[src/rtl/core/column_median_decimator_assert.svh]
// Assertion macros for the top-level RTL file, which checks itself.
`ifndef COLUMN_MEDIAN_DECIMATOR_ASSERT_SVH
`define COLUMN_MEDIAN_DECIMATOR_ASSERT_SVH

// same-cycle implication
`define CMD_ASSERT_IMPLY(label, clk, rst_n, a, c) \
    label: assert property (@(posedge clk) disable iff (!rst_n) (a) |-> (c)) \
        else $error("column median decimator: assertion failed");

// next-cycle implication
`define CMD_ASSERT_NEXT(label, clk, rst_n, a, c) \
    label: assert property (@(posedge clk) disable iff (!rst_n) (a) |=> (c)) \
        else $error("column median decimator: assertion failed");

`endif

[src/rtl/core/cmd_pkg.sv]
`default_nettype none
package cmd_pkg;

    localparam int WINDOW_MAX_DEF = 100;
    localparam int MAX_ROWS_DEF   = 1024;

    localparam logic [15:0] PAD_VALUE        = 16'hFFFF;
    localparam logic [6:0]  WINDOW_LEN_RESET = 7'd100;
    localparam logic [7:0]  STRIDE_RESET     = 8'd10;

    localparam logic REG_WINDOW_LEN = 1'b0;
    localparam logic REG_STRIDE     = 1'b1;

    typedef struct packed {
        logic [15:0] depth;
        logic        column_end;
    } sample_t;

    typedef struct packed {
        logic [15:0] median_value;
        logic [9:0]  row_index;
        logic        last_of_column;
    } result_t;

    typedef struct packed {
        logic accept;
        logic finish;
        logic mod_start;
        logic mod_step;
        logic med_start;
        logic med_load;
        logic med_shift;
        logic out_load_median;
        logic out_load_pad;
    } dp_cmd_t;

    typedef struct packed {
        logic pending;
        logic mod_done;
        logic mod_zero;
        logic load_done;
        logic shift_done;
        logic out_taken;
    } dp_stat_t;

endpackage
`default_nettype wire

[src/rtl/core/cmd_ctrl.sv]
`default_nettype none
module cmd_ctrl (
    input  wire logic              clk,
    input  wire logic              rst_n,
    input  wire logic              sample_valid,
    output logic                   sample_ready,
    input  wire cmd_pkg::dp_stat_t stat,
    output cmd_pkg::dp_cmd_t       cmd
);
    import cmd_pkg::*;

    localparam logic [2:0] ST_IDLE  = 3'd0;
    localparam logic [2:0] ST_CHECK = 3'd1;
    localparam logic [2:0] ST_MOD   = 3'd2;
    localparam logic [2:0] ST_LOAD  = 3'd3;
    localparam logic [2:0] ST_SHIFT = 3'd4;
    localparam logic [2:0] ST_OUT   = 3'd5;

    logic [2:0] state_reg;
    logic [2:0] state_next;

    always_comb
    begin
        state_next   = state_reg;
        cmd          = '0;
        sample_ready = 1'b0;
        case (state_reg)
            ST_IDLE:
            begin
                sample_ready = 1'b1;
                if (sample_valid)
                begin
                    cmd.accept = 1'b1;
                    state_next = ST_CHECK;
                end
            end
            ST_CHECK:
            begin
                if (stat.pending)
                begin
                    cmd.mod_start = 1'b1;
                    state_next    = ST_MOD;
                end
                else
                begin
                    cmd.finish = 1'b1;
                    state_next = ST_IDLE;
                end
            end
            ST_MOD:
            begin
                if (!stat.mod_done)
                begin
                    cmd.mod_step = 1'b1;
                end
                else if (stat.mod_zero)
                begin
                    cmd.med_start = 1'b1;
                    state_next    = ST_LOAD;
                end
                else
                begin
                    cmd.out_load_pad = 1'b1;
                    state_next       = ST_OUT;
                end
            end
            ST_LOAD:
            begin
                if (stat.load_done)
                begin
                    state_next = ST_SHIFT;
                end
                else
                begin
                    cmd.med_load = 1'b1;
                end
            end
            ST_SHIFT:
            begin
                if (stat.shift_done)
                begin
                    cmd.out_load_median = 1'b1;
                    state_next          = ST_OUT;
                end
                else
                begin
                    cmd.med_shift = 1'b1;
                end
            end
            ST_OUT:
            begin
                if (stat.out_taken)
                begin
                    state_next = ST_CHECK;
                end
            end
            default:
            begin
                state_next = ST_IDLE;
            end
        endcase
    end

    always_ff @(posedge clk or negedge rst_n)
    begin
        if (!rst_n)
        begin
            state_reg <= ST_IDLE;
        end
        else
        begin
            state_reg <= state_next;
        end
    end

endmodule
`default_nettype wire

[config.mk]
export PLATFORM = sky130hd
export DESIGN_NAME = cmd_ctrl
export DESIGN_NICKNAME = d
export VERILOG_FILES = /design/src/rtl/core/column_median_decimator_assert.svh /design/src/rtl/core/cmd_pkg.sv /design/src/rtl/core/cmd_ctrl.sv
export SDC_FILE = /design/constraint.sdc
export NUM_CORES = 1
export LEC_CHECK = 0
export ABC_AREA = 1
export ABC_CLOCK_PERIOD_IN_PS = 3900
export BUFFER_PORTS_ARGS = -buffer_cell sky130_fd_sc_hd__buf_4
export CAP_MARGIN = 10
export CORE_AREA = 2 2 39 41
export CTS_CLUSTER_DIAMETER = 40
export DETAILED_ROUTE_END_ITERATION = 10
export DIE_AREA = 0 0 41 43
export GPL_ROUTABILITY_DRIVEN = 0
export HOLD_SLACK_MARGIN = 0.06
export PLACE_DENSITY = 0.58
export SLEW_MARGIN = 20
export SYNTH_ARGS = -nofsm -noshare
export SYNTH_HDL_FRONTEND = slang
export SYNTH_SLANG_ARGS = --single-unit
[constraint.sdc]
create_clock -name clk -period 3.9 [get_ports clk]
set_clock_uncertainty 0.2 [all_clocks]
set_input_delay 0.195 -clock clk [delete_from_list [all_inputs] [get_ports clk]]
set_output_delay 0.195 -clock clk [all_outputs]
set_load 0.01 [all_outputs]
==> impl_metrics.csv <==
group,metric,value,unit
drt,postRouteAntennaNets,0,
drt,dr.pass1.iters,4,
global_routing,grt_usage,10.6,%
finish,nets,82,
yosys,ys_types,16,
run_status,status,"finished, final reports clean",
clocking,path_clk_slew,0.04,ns
pwr,p_leak,0.280,nW
timing,finalHoldViolCount,0,
clocking,cts_tree,"built",
floorplanning,die_area,1760,um^2
pwr,power.density,599,nW/um^2
placement,io_buffer_count,18,
pwr,p_int,0.000163,W
global_routing,grt_pass1_vias,336,
floorplanning,start_util,25.0,%
setup_path,crit_path_start_kind,"flop",
clocking,cts_max_path_buffers,2,
pwr,power.share.clock,17.9,%
drt,first_iter_violations,7,
timing,period_needed,1.69,ns
global_routing,antenna_found_initial,0,
drt,wl,774,um
clocking,cts_inserted_buffers,3,
setup_path,end_kind,"output pin",
yosys,yosysTopAreaCell,"dfrtp_1",
setup_path,critPathMaxFanout,8,
yosys,synth.avg_cell_area,6.80,um^2
placement,dpl_worst_slack,2.46,ns
pwr,p_sw,0.000146,W
yosys,synth.net_count,60,
finish,diodes,0,
finish,multi_input_area,211,um^2
global_routing,grt_pass1_wl,1.26,mm
setup_path,cp_slowest_cell,"dfrtp_1",
setup_path,path_class,"flop to output pin",
finish,area_delta_synth_final,48.7,%
clocking,cts_root_buffer,"clkbuf_4",
timing,grt_setup_unrepaired,"false",
floorplanning,io_pins,19,
yosys,ys_ff_latch,3,
pwr,irDropWorstVdd,0.000140,V
timing,finalCritPeriodShare,43.2,%
finish,largest_reg_flops,3,
floorplanning,die_y,43,um
clocking,cts_max_level,1,
clocking,insertion_delay,0.24,ns
drt,viasPerCell,4.32,
timing,tns,0,ns
timing,slew_viol_final,0,
timing,max_slew_margin,72.8,%
yosys,synthesis.area,347,um^2
floorplanning,row_count,14,
yosys,yosysTopAreaCellShare,21.7,%
drt,post_drt_wl_per_cell,8.80,um
yosys,netlist_instances,51,
yosys,yosysSeqAreaShare,21.7,%
drt,dr_total_vias,380,
finish,final_cell_count_no_fill,88,
setup_path,slowest_delay,0.50,ns
floorplanning,coreArea,1380,um^2
clocking,cts_setup_buffers,0,
pwr,switching_share,47.4,%
timing,timing.final.ws_setup,2.21,ns
worst_hold_path,hold_class,"input pin to flop",
pwr,finalPower,0.000309,W
timing,setup_viol,0,
finish,regArea,75.1,um^2
setup_path,path_cells,"nor2_2 > nand3b_1 > nor2_1 > buf_4",
pwr,power_frac_comb,55.7,%
finish,drive_gt1_share,43.1,%
setup_path,required,3.50,ns
placement,dpl.hpwl,637,um
run,drv_cap,0,
finish,post-route-util,37.3,%
placement,placedCellCount,83,
timing,worst_slew_pin_slew,0.408,ns
pwr,seqPwrFrac,26.4,%
global_routing,grt_max_degree,10,
yosys,synthTopCellsByArea,"dfrtp_1, nand3_1, nor2_4, inv_1, nor2_1",
setup_path,cp.arrival,1.29,ns
global_routing,overflow,0,
timing,fmax,593,MHz
finish,fillerInstances,168,
floorplanning,die_w,41,um
clocking,cts.sinks,3,
yosys,synth_warnings,0,
drt,drc_errors,0,
synthesized netlist by cell type:
cell type	number
nand2_1	6
inv_1	8
buf_6	2
nor2_2	2
nor4_1	1
o21ai_1	2
nor2_1	7
nand3_4	1
nand3_2	2
nor3_1	1
o21ai_0	3
dfrtp_1	3
nand3_1	7
inv_2	2
nor2_4	3
nand3b_1	1
kinds of logic after synthesis:
logic type             share of synthesized area (%)
AND/OR/NAND/NOR                                 53.8
buffers and inverters                           17.3
AO/OA/AOI/OAI                                   7.22
flip-flops                                      21.7
what timing repair did:
item	CTS	global route
hold endpoints to repair	3	0
hold buffers	1	0
resized for setup	0	0
setup endpoints to repair	0	0
metal layers:
metal | global-route usage [%] | up-vias | part of all wire (%) | routed length, um
met4 | 6.00 | 0 | 2.1 | 16
met2 | 16.3 | 13 | 48 | 369
met3 | 3.14 | 2 | 7.4 | 57
li1 | - | 209 | - | -
met5 | 0 | - | 0 | 0
met1 | 12.3 | 156 | 43 | 331
layout by cell type, fill, tap and decap left out, types with 2 or more instances in the layout:
master,synthesis,final
buf_4,0,18
inv_1,8,8
nand3_1,7,7
nor2_1,7,7
nand2_1,6,6
nor2_4,3,3
o21ai_0,3,3
clkbuf_4,0,3
dfrtp_1,3,3
inv_2,2,2
nor2_2,2,2
nand3_2,2,2
o21ai_1,2,2
layout make-up:
type                       instances  share of cell area, %
clock buffer                       4                   5.10
timing repair buffer              19                   28.2
tap                               16                   3.88
sequential                         3                   14.6
multi-input combinational         36                   41.0
inverter                          10                   7.28
through the flow:
stage,hold WS [ns],instance area (um^2)
after floorplan,-0.301,347
after global placement,-0.215,479
after detailed placement,-0.215,479
after CTS,0.0746,515
after global routing,0.103,515
final,0.0663,515
power by group through the flow:
stage | clock network, W | registers, W | logic [W]
3_5_place_dp | 0 | 0.0000817 | 0.000172
4_1_cts | 0.0000548 | 0.0000815 | 0.000174
5_1_grt | 0.0000621 | 0.0000840 | 0.000193
2_1_floorplan | 0 | 0.0000536 | 0.000157
6_report | 0.0000553 | 0.0000816 | 0.000172
3_3_place_gp | 0 | 0.0000816 | 0.000172
worst max-delay path: cells and delay by family, from the launching register on:
family | cells | cell delay [ns]
AND/OR/NAND/NOR | 3 | 0.43
buffers and inverters | 1 | 0.12
flip-flops | 1 | 0.50
final timing paths:
check | startpoint | endpoint | slack (ns) | depth (start not counted)
max | state_reg[0] | cmd[0] | 2.21 | 4
min | stat[2] | state_reg[1] | 0.07 | 4
max reg2reg | state_reg[1] | state_reg[2] | 2.49 | 6
min reg2reg | state_reg[2] | state_reg[2] | 0.62 | 4
max in group asynchronous | rst_n | state_reg[2] | 3.32 | 2
min in group asynchronous | rst_n | state_reg[0] | 0.08 | 2
Note: power is estimated with default switching activity, not from simulation.
